`config.mk`:
```
export PLATFORM = sky130hd
export DESIGN_NAME = ptc_pres_path
export DESIGN_NICKNAME = d
export VERILOG_FILES = /design/src/sv/ptc_pkg.sv /design/src/sv/ptc_pres_path.sv
export SDC_FILE = /design/constraint.sdc
export NUM_CORES = 2
export LEC_CHECK = 0
export BUFFER_PORTS_ARGS = -buffer_cell sky130_fd_sc_hd__buf_2
export CAP_MARGIN = 10
export CORE_ASPECT_RATIO = 0.9
export CORE_MARGIN = 4
export CORE_UTILIZATION = 60
export CTS_CLUSTER_SIZE = 40
export DETAILED_ROUTE_END_ITERATION = 10
export PLACE_DENSITY = 0.88
export SYNTH_ARGS = -nofsm -noshare
export SYNTH_HDL_FRONTEND = slang
export SYNTH_SLANG_ARGS = --single-unit
```
`constraint.sdc`:
```
create_clock -name clk_i -period 14.8 [get_ports clk_i]
set_clock_uncertainty 0.15 [all_clocks]
set_input_delay 1.48 -clock clk_i [delete_from_list [all_inputs] [get_ports clk_i]]
set_output_delay 1.48 -clock clk_i [all_outputs]
set_load 0.03 [all_outputs]
```
`src/sv/ptc_pkg.sv`:
```
// shared types and constants for the pressure/temperature compensation pipeline
`default_nettype none

package ptc_pkg;

  // register indexes, taken from paddr[4:2]
  localparam logic [2:0] REG_C1 = 3'd0;
  localparam logic [2:0] REG_C2 = 3'd1;
  localparam logic [2:0] REG_C3 = 3'd2;
  localparam logic [2:0] REG_C4 = 3'd3;
  localparam logic [2:0] REG_C5 = 3'd4;
  localparam logic [2:0] REG_C6 = 3'd5;

  // scaling
  localparam int TEMP_SHIFT    = 23;
  localparam int OFF_TC_SHIFT  = 7;
  localparam int SENS_TC_SHIFT = 8;
  localparam int T2_LOW_SHIFT  = 33;
  localparam int T2_HIGH_SHIFT = 37;
  localparam int SENS_SHIFT    = 21;
  localparam int PRES_SHIFT    = 15;

  // 20.00 C and the distance from 20.00 C down to -15.00 C
  localparam logic signed [19:0] T_REF_CENTI  = 20'sd2000;
  localparam logic signed [19:0] T_LOW_OFFSET = 20'sd3500;

  typedef struct packed {
    logic [15:0] c1;
    logic [15:0] c2;
    logic [15:0] c3;
    logic [15:0] c4;
    logic [15:0] c5;
    logic [15:0] c6;
  } ptc_cal_t;

  // compensated terms handed from the temperature path to the pressure path
  typedef struct packed {
    logic signed [20:0] temp;
    logic signed [41:0] off;
    logic signed [41:0] sens;
    logic        [23:0] d1;
  } ptc_comp_t;

endpackage

`default_nettype wire

```
`src/sv/ptc_pres_path.sv`:
```
// three-stage pipeline: split product D1*SENS, scale by 2^21, subtract OFF and scale by 2^15
`default_nettype none

module ptc_pres_path (
  input  wire logic               clk_i,
  input  wire logic               rst_ni,
  input  wire logic               valid_i,
  output logic                    ready_o,
  input  wire ptc_pkg::ptc_comp_t comp_i,
  output logic                    valid_o,
  input  wire logic               ready_i,
  output logic [31:0]             temperature_centi_o,
  output logic [31:0]             pressure_value_o
);
  import ptc_pkg::*;

  localparam int NSTG = 3;

  logic [NSTG-1:0] v_q;
  logic [NSTG:0]   en;

  always_comb begin
    en[NSTG] = ready_i;
    for (int k = NSTG - 1; k >= 0; k--) begin
      en[k] = ~v_q[k] | en[k+1];
    end
  end

  assign ready_o = en[0];
  assign valid_o = v_q[NSTG-1];

  always_ff @(posedge clk_i or negedge rst_ni) begin
    if (!rst_ni) begin
      v_q <= '0;
    end else begin
      if (en[0]) begin
        v_q[0] <= valid_i;
      end
      for (int k = 1; k < NSTG; k++) begin
        if (en[k]) begin
          v_q[k] <= v_q[k-1];
        end
      end
    end
  end

  // stage 6: SENS split into a signed upper and unsigned lower half
  logic        [44:0] p_lo_q;
  logic signed [45:0] p_hi_q;
  logic signed [41:0] off_s6_q;
  logic signed [20:0] temp_s6_q;

  always_ff @(posedge clk_i) begin
    if (en[0]) begin
      p_lo_q    <= {24'h0, comp_i.sens[20:0]} * {21'h0, comp_i.d1};
      p_hi_q    <= $signed(comp_i.sens[41:21]) * $signed({1'b0, comp_i.d1});
      off_s6_q  <= comp_i.off;
      temp_s6_q <= comp_i.temp;
    end
  end

  // stage 7: recombine and divide by 2^21 toward zero
  logic signed [63:0] full_sum, scaled;
  logic signed [63:0] bias21;
  logic signed [42:0] q_q;
  logic signed [41:0] off_s7_q;
  logic signed [20:0] temp_s7_q;

  always_comb begin
    // the product is negative only when the upper half is
    bias21   = p_hi_q[45] ? 64'sd2097151 : 64'sd0;
    full_sum = $signed({p_hi_q[42:0], 21'h000000}) + $signed({19'h00000, p_lo_q}) + bias21;
    scaled   = full_sum >>> SENS_SHIFT;
  end

  always_ff @(posedge clk_i) begin
    if (en[1]) begin
      q_q       <= scaled[42:0];
      off_s7_q  <= off_s6_q;
      temp_s7_q <= temp_s6_q;
    end
  end

  // stage 8: subtract OFF, divide by 2^15 toward zero, wrap to 32 bits
  logic signed [43:0] diff, diff_b, p_sh;
  logic        [31:0] pres_q, temp_q;

  always_comb begin
    diff   = $signed({q_q[42], q_q}) - $signed({{2{off_s7_q[41]}}, off_s7_q});
    diff_b = diff + (diff[43] ? 44'sd32767 : 44'sd0);
    p_sh   = diff_b >>> PRES_SHIFT;
  end

  always_ff @(posedge clk_i) begin
    if (en[2]) begin
      pres_q <= p_sh[31:0];
      temp_q <= {{11{temp_s7_q[20]}}, temp_s7_q};
    end
  end

  assign temperature_centi_o = temp_q;
  assign pressure_value_o    = pres_q;

endmodule

`default_nettype wire

```
======== Word-level counts from Yosys, hierarchy flattened ========
Index checks and enable logic that the tools add are counted.
storage, ports and cells
  output and inout port bits .............. 66
  input port bits ......................... 133
  flip-flop bits (word level) ............. 313
  word-level logic and storage cells ...... 26
cells by class
  $add $sub $neg .......................... 4
  bitwise operators ....................... 6
  $mul .................................... 2
  mux-type cells .......................... 2
operators by type and width
  operator          number
  $add A64 B22 Y64  1
  $add A64 B46 Y64  1
  $mul A21 B25 Y46  1
  $mul A21 B24 Y45  1
  $add A44 B16 Y44  1
  $sub A43 B42 Y44  1
  $mux W21          1
  $mux W15          1
  $not A1 Y1        3
  $or A1 B1 Y1      3

======== Depth between registers and ports, before layout ========
  depth in word-level cells ............... 4
  gate-level depth with buffers ........... 28
  depth with buffers taken out ............ 27

======== Worst setup path before layout ========
No wires, ideal clock.
  path type ............................... input to register
  from .................................... input port comp_i[27] in the netlist's numbering
  to ...................................... register p_lo_q[44] (data pin)
  cell stages on the path ................. 25
  data required time ...................... 14390 ps
  path buffers ............................ 1
  arrival time ............................ 7810 ps
  setup slack ............................. 6580 ps
  cell sequence ........................... clkbuf_1 and2_1 fa_1 fa_1 inv_1 fa_1 inv_1 fa_1 inv_1 fa_1 fa_1 inv_1 fa_1 ha_1 nand3_1 a2111oi_0 o21ai_0 a21oi_1 o211ai_1 or4_1 a31oi_1 a311oi_1 o21ai_0 a21oi_1 xnor2_1
on the way
  cells in the longest elaborated chain, start to end .. 1
RTL lines
  item                  RTL line             source
  start, declared       ptc_pres_path.sv:9   input wire ptc_pkg::ptc_comp_t comp_i,
  $mul A21 B24 Y45      ptc_pres_path.sv:55  p_lo_q <= {24'h0, comp_i.sens[20:0]} * {21'h0, comp_i.d1};
  end signal, assigned  ptc_pres_path.sv:55
  end, declared         ptc_pres_path.sv:48  logic [44:0] p_lo_q;
Every way passes these cells.
A chain may end at the register's enable or synchronous reset.

======== Worst setup path after layout ========
  from .................................... input port comp_i[7] in the netlist's numbering
  to ...................................... register p_lo_q[42] (data pin)
Same word-level chain as after synthesis.

==> flow_summary.json <==
{
  "dieArea_mm2": 0.0851,
  "start_util_pct": 60.7,
  "h-tree-depth": 1,
  "fin_util_pct": 64.1,
  "period_needed_ns": 8.89,
  "vias": 35000,
  "antenna_found_initial": 7,
  "fin_cells": 6070,
  "clk_latency_ns": 0.58,
  "grt-ovfl-total": 0,
  "ys_seq_elements": 311,
  "tritoncts": "yes",
  "synth_area_mm2": 0.0483,
  "numCtsBuffers": 29,
  "post_cts_resized": 0,
  "drt-initial-drc-count": 2578,
  "min_path_type": "reg -> reg",
  "synth_cell_type_count": 79,
  "hold_start": "temp_s6_q[3]$_DFFE_PP_",
  "synth_area_per_cell_um2": 9.75,
  "path_clk_slew_ns": 0.06,
  "cp_max_fo": 42,
  "startpoint": "comp_i[7]",
  "synth_edf_count": 308,
  "cts.root.buffer_cell": "clkbuf_16",
  "syn_to_final_growth_pct": 5.50,
  "grt_pass1_vias": 38000,
  "die_width_um": 307,
  "max_freq_ghz": 0.112,
  "holdBufCountCts": 0,
  "final_cell_mix": "inv_1, fa_1, nand2_1",
  "crit_arrival_ns": 9.07,
  "grt_first_pass_wirelength_um": 193000,
  "fin_ws_ns": 5.91,
  "dp_hpwl_um": 88100,
  "dpl.cell_count": 6012,
  "slew_headroom_pct": 21.4,
  "finalSetupViolCount": 0,
  "grt_usage_pct": 28.3,
  "yosys_warnings": 0,
  "portBuffers": 198,
  "synthArstFlopShare_pct": 0.965,
  "drtAntennaViolNets": 0,
  "cap_violations": 0,
  "post-route-drc-count": 0,
  "wl_per_cell_um": 19.3,
  "worstPathRequired_ns": 14.98,
  "final_common_cell": "inv_1",
  "grt_max_degree": 154,
  "worstReg2RegStart": "q_q[1]$_DFFE_PP_",
  "clockBufferDepth": 3,
  "crit_type": "in -> reg",
  "crit_top_cell": "fa_1",
  "crit_path_max_incr_delay_ns": 0.79,
  "drtPass1Iterations": 6,
  "fin_nets": 6397,
  "crit_path_top_delay_cell": "buf_2",
  "pre_cts_ws_ns": 5.47,
  "yosysSeqAreaShare_pct": 19.3,
  "rsz0062_at_grt": "false",
  "placementRows": 98,
  "post-route-period-util_pct": 60.1,
  "synthCells": 4954,
  "postCtsSetupRepairBufs": 0,
  "routed_wl_um": 117000,
  "status": "finished clean",
  "gp_congestion": 0.922,
  "tns_ns": 0,
  "clock-sinks": 311,
  "die_y_um": 277,
  "num_io_pins": 199,
  "synth_top_flop_cell": "edfxtp_1",
  "viasPerCell": 5.76,
  "critPathLaunchType": "input pin",
  "drive_gt1_share_pct": 6.06,
  "end_kind": "register",
  "core_area_mm2": 0.0796,
  "worst_pin_slew_ns": 1.18,
  "slew_viol_final": 0,
  "hold_viol": 0,
  "syn_nets": 6358
}
==> worst paths after layout <==
kind / end / slack [ns] / depth (start not counted)
worst max-delay path: p_lo_q[42]$_DFFE_PP_ / 5.91 / 25
worst max register to register: pressure_value_o[14]$_DFFE_PP_ / 8.23 / 22
worst min register to register: temp_s7_q[3]$_DFFE_PP_ / 0.27 / 0
worst min-delay path: temp_s7_q[3]$_DFFE_PP_ / 0.27 / 0
min in group asynchronous: v_q[0]$_DFFE_PN0P_ / 0.54 / 1
max in group asynchronous: v_q[1]$_DFFE_PN0P_ / 13.85 / 1
==> metal layers <==
layer	vias to the layer above	wire length [um]	track usage (%)
li1	15400	-	-
met1	17200	45000	37.5
met2	1956	53600	44.9
met3	364	14200	8.07
met4	2	4350	9.91
met5	-	13	0
==> kinds of logic after synthesis <==
kind of cell | after synthesis | synth area share, %
fa+ha+maj | 1271 | 45.8
simple gates | 1434 | 14.9
mux | 6 | 0.127
buf+inv | 1251 | 9.86
xor+xnor | 184 | 3.35
compound gates | 497 | 6.65
flops | 311 | 19.3
==> layout make-up <==
class,instances,area [um^2]
Multi-Input combinational cell,3392,34200
Inverter,1033,3880
Tap cell,1050,1310
Antenna cell,5,12.5
Sequential cell,311,9320
Clock inverter,24,275
Timing Repair Buffer,226,1210
Clock buffer,29,726
Fill cell,5962,28600
==> through the flow <==
step                area, um^2  hold WS (ns)
floorplan                48300         0.250
global placement         50000         0.251
detailed placement       50000         0.255
CTS                      51000         0.270
global route             51000         0.271
finish                   51000         0.268
==> worst max-delay path: cells and delay by family <==
family	cells	cell delay, ns
xor+xnor	1	0.13
compound gates	7	1.86
buf+inv	5	1.00
fa+ha+maj	8	3.53
simple gates	4	1.05
==> synthesized netlist by cell type, types with 15 or more instances <==
cell type | instances | share of area [%]
and3_1 | 22 | 0.28
o21a_1 | 22 | 0.34
xor2_1 | 52 | 0.94
fa_1 | 832 | 34
nor2b_1 | 25 | 0.32
buf_4 | 15 | 0.23
xnor2_1 | 131 | 2.4
a31oi_1 | 16 | 0.21
nand4_1 | 21 | 0.27
clkbuf_1 | 194 | 1.5
a211oi_1 | 21 | 0.33
and2_1 | 477 | 6.2
inv_1 | 1033 | 8.0
ha_1 | 439 | 11
nand3_1 | 41 | 0.42
nor3_1 | 35 | 0.36
o21ai_0 | 90 | 0.93
a21o_1 | 79 | 1.2
nand2b_1 | 40 | 0.52
nor2_1 | 97 | 0.75
edfxtp_1 | 308 | 19
a21oi_1 | 159 | 1.6
o21bai_1 | 20 | 0.31
nand2_1 | 615 | 4.8
==> flip-flops by register name, summed over array words and instances, names as in the netlist <==
signal / flops
temperature_centi_o: 21
off_s6_q: 42
q_q: 43
temp_s7_q: 21
temp_s6_q: 21
v_q: 3
p_hi_q: 44
p_lo_q: 45
pressure_value_o: 29
off_s7_q: 42
Power is left out: the tool's default activity adds up to more than one toggle a clock period on the data nets, which glitch-free logic cannot reach.
