$ cat src/sv/ptc_pkg.sv
// shared types and constants for the pressure/temperature compensation pipeline
`default_nettype none

package ptc_pkg;

  // register indexes, taken from paddr[4:2]
  localparam logic [2:0] REG_C1 = 3'd0;
  localparam logic [2:0] REG_C2 = 3'd1;
  localparam logic [2:0] REG_C3 = 3'd2;
  localparam logic [2:0] REG_C4 = 3'd3;
  localparam logic [2:0] REG_C5 = 3'd4;
  localparam logic [2:0] REG_C6 = 3'd5;

  // scaling
  localparam int TEMP_SHIFT    = 23;
  localparam int OFF_TC_SHIFT  = 7;
  localparam int SENS_TC_SHIFT = 8;
  localparam int T2_LOW_SHIFT  = 33;
  localparam int T2_HIGH_SHIFT = 37;
  localparam int SENS_SHIFT    = 21;
  localparam int PRES_SHIFT    = 15;

  // 20.00 C and the distance from 20.00 C down to -15.00 C
  localparam logic signed [19:0] T_REF_CENTI  = 20'sd2000;
  localparam logic signed [19:0] T_LOW_OFFSET = 20'sd3500;

  typedef struct packed {
    logic [15:0] c1;
    logic [15:0] c2;
    logic [15:0] c3;
    logic [15:0] c4;
    logic [15:0] c5;
    logic [15:0] c6;
  } ptc_cal_t;

  // compensated terms handed from the temperature path to the pressure path
  typedef struct packed {
    logic signed [20:0] temp;
    logic signed [41:0] off;
    logic signed [41:0] sens;
    logic        [23:0] d1;
  } ptc_comp_t;

endpackage

`default_nettype wire

$ cat src/sv/ptc_cfg_regs.sv
// apb register file holding the six calibration words
`default_nettype none

module ptc_cfg_regs (
  input  wire logic              clk_i,
  input  wire logic              rst_ni,
  input  wire logic              psel,
  input  wire logic              penable,
  input  wire logic              pwrite,
  input  wire logic [4:0]        paddr,
  input  wire logic [31:0]       pwdata,
  output logic      [31:0]       prdata,
  output logic                   pready,
  output ptc_pkg::ptc_cal_t      cal_o
);
  import ptc_pkg::*;

  ptc_cal_t   cal_q, cal_d;
  logic       wr_en;
  logic [2:0] reg_idx;

  assign pready  = 1'b1;
  assign wr_en   = psel & penable & pwrite;
  assign reg_idx = paddr[4:2];

  always_comb begin
    cal_d = cal_q;
    if (wr_en) begin
      case (reg_idx)
        REG_C1:  cal_d.c1 = pwdata[15:0];
        REG_C2:  cal_d.c2 = pwdata[15:0];
        REG_C3:  cal_d.c3 = pwdata[15:0];
        REG_C4:  cal_d.c4 = pwdata[15:0];
        REG_C5:  cal_d.c5 = pwdata[15:0];
        REG_C6:  cal_d.c6 = pwdata[15:0];
        default: cal_d = cal_q;
      endcase
    end
  end

  always_comb begin
    case (reg_idx)
      REG_C1:  prdata = {16'h0, cal_q.c1};
      REG_C2:  prdata = {16'h0, cal_q.c2};
      REG_C3:  prdata = {16'h0, cal_q.c3};
      REG_C4:  prdata = {16'h0, cal_q.c4};
      REG_C5:  prdata = {16'h0, cal_q.c5};
      REG_C6:  prdata = {16'h0, cal_q.c6};
      default: prdata = 32'h0;
    endcase
  end

  always_ff @(posedge clk_i or negedge rst_ni) begin
    if (!rst_ni) begin
      cal_q <= '0;
    end else begin
      cal_q <= cal_d;
    end
  end

  assign cal_o = cal_q;

endmodule

`default_nettype wire

$ cat config.mk
export PLATFORM = sky130hd
export DESIGN_NAME = ptc_cfg_regs
export DESIGN_NICKNAME = d
export VERILOG_FILES = /design/src/sv/ptc_pkg.sv /design/src/sv/ptc_cfg_regs.sv
export SDC_FILE = /design/constraint.sdc
export NUM_CORES = 1
export LEC_CHECK = 0
export BUFFER_PORTS_ARGS = -buffer_cell sky130_fd_sc_hd__clkbuf_2
export CAP_MARGIN = 10
export CORE_ASPECT_RATIO = 1.5
export CORE_UTILIZATION = 49
export CTS_CLUSTER_SIZE = 40
export DETAILED_ROUTE_END_ITERATION = 6
export MAX_ROUTING_LAYER = met4
export PLACE_DENSITY = 0.89
export SYNTH_ARGS = -nofsm -noshare
export SYNTH_HDL_FRONTEND = slang
export SYNTH_SLANG_ARGS = --single-unit
$ cat constraint.sdc
create_clock -name clk_i -period 1.8 [get_ports clk_i]
set_clock_uncertainty 0.1 [all_clocks]
set_input_delay 0.18 -clock clk_i [delete_from_list [all_inputs] [get_ports clk_i]]
set_output_delay 0.18 -clock clk_i [all_outputs]
set_load 0.01 [all_outputs]
# Yosys cells after proc, flatten, opt, wreduce, memory -nomap -nowiden
# Cells that the tools add are included.
word_totals:
  reg_bits: 96
  inputBits: 42
  elab_cells: 21
op_classes:
  n_eq_ne: 5
  mux: 1
  bitwise_logic: 2
  reduce_logical: 7
ops:
  columns: ["op", "n"]
  rows:
  - ["case mux 16 bit (6 select lines)", 1]
  - ["AND reduction 2 bit", 6]
  - ["== test 3 x 2 -> 1 bit (second input constant)", 2]
  - ["== test 3 bit (second input constant)", 2]
  - ["== test 3 x 1 -> 1 bit (second input constant)", 1]
  - ["logical NOT 3 bit", 1]
  - ["bitwise AND 1 bit", 2]

# Logic depth before layout (Yosys ltp)
# Gate-level depths: netlist of the first run.
depth:
  ltp_word: 3
  ltp_mapped: 5

# Worst setup path after synthesis of the first run
# No wires, ideal clock.
synth_timing:
  kind: "input to register"
  from: "in paddr[2]"
  to: "reg cal_q, in the netlist cal_o[69]"
  arrival_time_ns: 1.196
  required_ns: 1.573
  slack_ns: 0.377
  cell_stages: 5
  cell_sequence: "or2b_4 > buf_6 > nor2_8 > buf_6 > mux2_1"
synth_via:
  elab_chain_cells: 2
synth_rtl:
  columns: ["item", "line_no", "rtl"]
  rows:
  - ["start: declaration", "ptc_cfg_regs.sv:10", "input wire logic [4:0] paddr,"]
  - ["== test 3 x 1 -> 1 bit", "ptc_cfg_regs.sv:29", "case (reg_idx)"]
  - ["AND reduction 2 bit (no source line)", null, null]
  - ["end signal: assignment", "ptc_cfg_regs.sv:57", "cal_q <= cal_d;"]
  - ["end: declaration", "ptc_cfg_regs.sv:18", "ptc_cal_t cal_q, cal_d;"]
# Every way passes these cells.
# A chain may end at the register's enable or synchronous reset.

# Worst setup path after layout of the first run
layout_timing:
  from: "reg cal_q, in the netlist cal_o[83]"
  to: "out prdata[3]"
layout_via:
  elab_chain_cells: 1
layout_rtl:
  columns: ["item", "line_no", "rtl"]
  rows:
  - ["case mux 16 bit (6 select lines)", "ptc_cfg_regs.sv:42", "case (reg_idx)"]
  - ["end: declaration", "ptc_cfg_regs.sv:12", "output logic [31:0] prdata,"]
# Every way passes these cells.

==> out/results.ini, run 1 <==
[synth]
synth_seq_area_share_pct = 51.7
syn_area_per_cell_um2 = 13.9
synth_edf_count = 0
async_flop_share_pct = 100
yosysUniqueCellTypes = 29
synth_area_um2 = 4650
syn_inst = 335
ys_warn_count = 0
ys_ff_latch = 96
synthFlopType = dfrtp_1

[drt]
avgViaCountPerCell = 5.52
dr.pass1.iters = 4
avgRoutedWirePerCell_um = 19.2
wirelength_mm = 11.6
drtIter0Drc = 143
drc = 0
final_antenna_net_count = 0
vias = 3323

[pwr]
power_w = 0.00627
power_leakage_nw = 3.01
p_per_area_nw_per_um2 = 1080
ir_drop_v = 0.000692

[critical_path]
worstReg2RegEnd = cal_o[51]
critical_path_arrival_ns = 1.49
r2r-start = cal_o[51]
cp-endpoint = prdata[3]
cp-end-kind = primary output
cp.required_ns = 1.52
path_class = reg2out
start_kind = register
ff2ff_setup_slack_ns = 0.83
reg2reg_depth = 2
startpoint = cal_o[83]
path_max_fanout = 3

[final_layout]
largest_reg_flops = 96
design_area_um2 = 5810
diodes = 0
fill_cells = 717
finalNonFillerCells = 602
final_cell_mix = clkbuf_2 (133), dfrtp_1 (96), mux2_2 (56)
syn_to_final_growth_pct = 25.1
drive_above_1_share_pct = 48.6
final_common_cell = clkbuf_2
nets = 528

[floorplanning]
initial_core_util_pct = 50.2
dieArea_um2 = 9880
io_pins = 171
rows = 43
die_h_um = 121
core_area_um2 = 9250
die-width_um = 81.5

[global_route]
track_usage_pct = 25.2
grt_max_degree = 55
grt_pass1_vias = 3247
grt_pass1_wl_mm = 17.6
grt-ovfl-total = 0
antenna_found_initial = 0

[place]
dp_hpwl_mm = 8.24
gp_congestion = 0.816
io_buffers = 135
dp_cells = 584
place_area_um2 = 5500
pre_cts_ws_ns = 0.0993

[clock_network]
cts_tree = yes
clock-sinks = 96
htreeDepth = 3
insertion_delay_ns = 0.34
clk_pin_slew_ns = 0.06
cts-buffers-inserted = 9
clock-root-buffer = clkbuf_16
cts.path.max_buffers = 2

[timing]
setup_viol = 0
rsz0062_at_grt = yes
max_freq_mhz = 564
hold_viol_final = 0
finalCriticalPeriod_ns = 1.77
holdWs_ns = 0.0433
finalCritPeriodShare_pct = 98.4
drv_slew = 0
worst_slack_ns = 0.0280

[flow_run]
cap_viol_max_count = 0

[outcome]
status = complete, no violations

[min_path]
hp-class = in2reg

## final cells by class
cell class / count / area [um^2] / area share, %
sequential: 96 / 2400 / 41.3
clock buffer: 15 / 268 / 4.61
timing repair buffer: 159 / 936 / 16.1
multi-input combinational: 219 / 2060 / 35.5
inverter: 1 / 3.75 / 0.0646
tap: 112 / 140 / 2.41
## worst min-delay path by stage
stage / start / cells past startpoint / slack [ns] / endpoint
finish: pwdata[9] / 2 / 0.04 / cal_o[89]
global route: pwdata[9] / 2 / 0.04 / cal_o[89]
CTS: pwdata[10] / 2 / 0.03 / cal_o[58]
detailed placement: rst_ni / 1 / -0.0006 / cal_o[90]
global placement: rst_ni / 1 / -0.008 / cal_o[58]
floorplan: rst_ni / 0 / -0.22 / cal_o[0]
## synth_stat cells (2+ instances only)
library cell / instances / area [um^2]
a211o_1: 6 / 52.6
a21oi_1: 6 / 30.0
a221oi_1: 4 / 35.0
a31oi_1: 4 / 25.0
buf_2: 5 / 25.0
buf_4: 21 / 158
buf_6: 5 / 56.3
clkbuf_1: 3 / 11.3
conb_1: 2 / 7.51
dfrtp_1: 96 / 2400
mux2_1: 50 / 563
mux2_2: 57 / 642
mux2i_1: 27 / 270
nand2_1: 9 / 33.8
nand2b_1: 2 / 12.5
nor2_1: 4 / 15.0
nor2_4: 4 / 45.0
nor2_8: 2 / 40.0
nor3b_1: 3 / 22.5
o21ai_0: 9 / 45.0
o22a_1: 6 / 52.6
o2bb2ai_1: 3 / 26.3
## logic make-up (layout without fill, tap and decap cells)
kind of cell	count (synthesis)	count (layout)	synth area share (%)
buf+inv	35	175	5.47
mux	134	134	31.8
compound gates	38	38	5.74
flops	96	96	51.7
other cells	2	17	0.162
simple gates	30	30	5.17
## critical path, stage by stage, from the launching register on
cell      delay (ns)
dfrtp_1         0.39
mux2_4          0.29
a221oi_2        0.23
a31oi_1         0.09
buf_2           0.16
## layer usage
metal  track usage, %  share of wire (%)  vias up
met5                -                  0        -
met4             9.49                1.8        0
met3             4.36                4.7       14
met2             40.7                 52      126
met1             31.2                 41     1690
li1                 -                  -     1493
## through the flow
step / util (%) / setup TNS [ns]
6_report: 62.8 / 0
2_1_floorplan: - / 0
4_1_cts: 62.5 / 0
3_5_place_dp: 59.5 / 0
5_1_grt: 62.8 / -0.0295
3_3_place_gp: 59.5 / 0
## report_power, final
| part | switching [W] | leakage [nW] | total (W) | internal [W] |
|---|---|---|---|---|
| Clock | 0.000732 | 0.130 | 0.00174 | 0.00101 |
| Sequential | 0.000336 | 1.23 | 0.00292 | 0.00258 |
| Combinational | 0.000812 | 1.66 | 0.00161 | 0.000796 |
## repair_timing
| action | 4_1_cts | 5_1_grt |
|---|---|---|
| resized for setup | 1 | 3 |
| endpoints found under the setup margin | 1 | 3 |
| cloned | 0 | 0 |
| hold buffers | 1 | 0 |
| endpoints found under the hold margin | 29 | 0 |
| setup buffers | 0 | 2 |
(Power assumes the default switching activity.)
==> run 2, diff against run 1 <==
CORE_ASPECT_RATIO = unset   (was 1.5)
CORE_UTILIZATION = 27   (was 49)
PLACE_DENSITY = 0.59   (was 0.89)
==> run 2 against run 1 <==
Effect of this change: global-route usage fell by 9.5 points; power increased by 3.2%; clock power is 11% higher; sequential power barely moved; maximum frequency increased by 0.76%; non-clock buffer count increased by 4; highest routed layer unchanged; cell count rose by 19%; wire length is 12% higher.
==> out/results.ini, run 2 (same netlist as run 1, synthesis figures left out) <==
[pwr]
combPwrFrac_pct = 25.1
power_leakage_nw = 3.07
p_per_area_nw_per_um2 = 1060
p_seq_share_pct = 45.1
power.internal_w = 0.00450
p_switching_w = 0.00197
clockPowerShare_pct = 29.8
p_sw_share_pct = 30.4
power_w = 0.00647
ir_drop_v = 0.000449

[floorplanning]
core_area_um2 = 16700
rows = 47
die-width_um = 133
die_h_um = 133
dieArea_um2 = 17700
initial_core_util_pct = 27.8
io_pins = 171

[clock_network]
clock-root-buffer = clkbuf_16
clk_pin_slew_ns = 0.06
cts_tree = yes
cts-buffers-inserted = 9
cts.path.max_buffers = 2
clock-sinks = 96
htreeDepth = 3
insertion_delay_ns = 0.34

[drt]
vias = 3310
dr.pass1.iters = 4
wirelength_mm = 13.0
wl_met2_mm = 6.18
drt-met1-wl_mm = 5.80
drtIter0Drc = 107
avgRoutedWirePerCell_um = 18.2
final_antenna_net_count = 0
avgViaCountPerCell = 4.63
drc = 0
top_layer = met4
dr_wl_met3_um = 913

[global_route]
antenna_found_initial = 0
grt_max_degree = 97
track_usage_pct = 15.7
grt-ovfl-total = 0
grt_pass1_wl_mm = 19.9
grt_pass1_vias = 3420

[final_layout]
diodes = 0
fill_cells = 1625
regArea_um2 = 2400
multi_input_area_um2 = 2070
syn_to_final_growth_pct = 30.9
final_common_cell = clkbuf_2
largest_reg_flops = 96
final_cell_mix = clkbuf_2 (133), dfrtp_1 (96), mux2_2 (56)
nets = 532
drive_above_1_share_pct = 50.1

[outcome]
status = complete, no violations

[timing]
max_freq_mhz = 569
tns_ns = 0
finalCriticalPeriod_ns = 1.76
setup_viol = 0
drv_slew = 0
tightest_slew_ns = 0.523
maxSlewHeadroom_pct = 65.2
finalCritPeriodShare_pct = 97.7
hold_viol_final = 0
rsz0062_at_grt = yes

[critical_path]
critPathTopFamily = flip-flops
path_max_fanout = 3
path_cells = mux2_4 -> a221oi_2 -> a31oi_1 -> buf_2
critical_path_arrival_ns = 1.48
critPathMaxStageDelay_ns = 0.39
cp-end-kind = primary output
path_class = reg2out
crit_path_top_delay_cell = dfrtp_1
start_kind = register
cp.required_ns = 1.52
critPathBufInv = 1

[min_path]
hp-class = in2reg

[flow_run]
cap_viol_max_count = 0

[place]
gp_congestion = 0.767
dp_hpwl_mm = 9.31
io_buffers = 135

run 2: cell type report:
type | count | area share [%]
inverter | 1 | 0.0617
timing repair buffer | 163 | 16.9
clock buffer | 11 | 3.99
sequential | 96 | 39.5
multi-input combinational | 219 | 34.1
tap | 220 | 4.52
clock inverter | 5 | 0.926
run 2: layer usage:
metal,vias to the layer above,track usage (%)
li1,1504,-
met1,1672,19.8
met2,126,24.5
met3,8,4.53
met4,0,4.36
met5,-,-
run 2: metrics by stage:
stage               utilization [%]  std cells  hold WS (ns)  setup slack, ns  instance area (um^2)
floorplan                         -        350        -0.216            0.377                  4700
global placement               34.3        696         0.170           0.0280                  5730
detailed placement             34.3        696         0.186          0.00329                  5730
CTS                            36.2        713        0.0150           0.0400                  6050
global route                   36.4        715        0.0331         -0.00284                  6080
finish                         36.4        715        0.0356           0.0414                  6080
run 2: final timing paths:
kind | from | end | slack, ns | depth (start not counted)
worst max-delay path | cal_o[59] | prdata[11] | 0.04 | 4
worst min-delay path | pwdata[8] | cal_o[24] | 0.04 | 2
worst max register to register | cal_o[91] | cal_o[91] | 0.81 | 2
worst min register to register | cal_o[21] | cal_o[21] | 0.42 | 1
max in group asynchronous | rst_ni | cal_o[72] | 0.86 | 3
min in group asynchronous | rst_ni | cal_o[43] | 0.35 | 3
run 2: repair_timing:
item	in CTS	in global routing
setup buffers	0	2
pin swaps	0	1
hold buffers	1	0
endpoints found under the hold margin	96	0
setup endpoints to repair	1	4
resized for setup	1	5
run 2: power groups by stage:
stage	sequential [W]	combinational, W	clock (W)
floorplan	0.00309	0.000688	0
global placement	0.00292	0.00159	0
detailed placement	0.00296	0.00162	0
CTS	0.00292	0.00163	0.00200
global route	0.00299	0.00176	0.00208
finish	0.00292	0.00162	0.00193
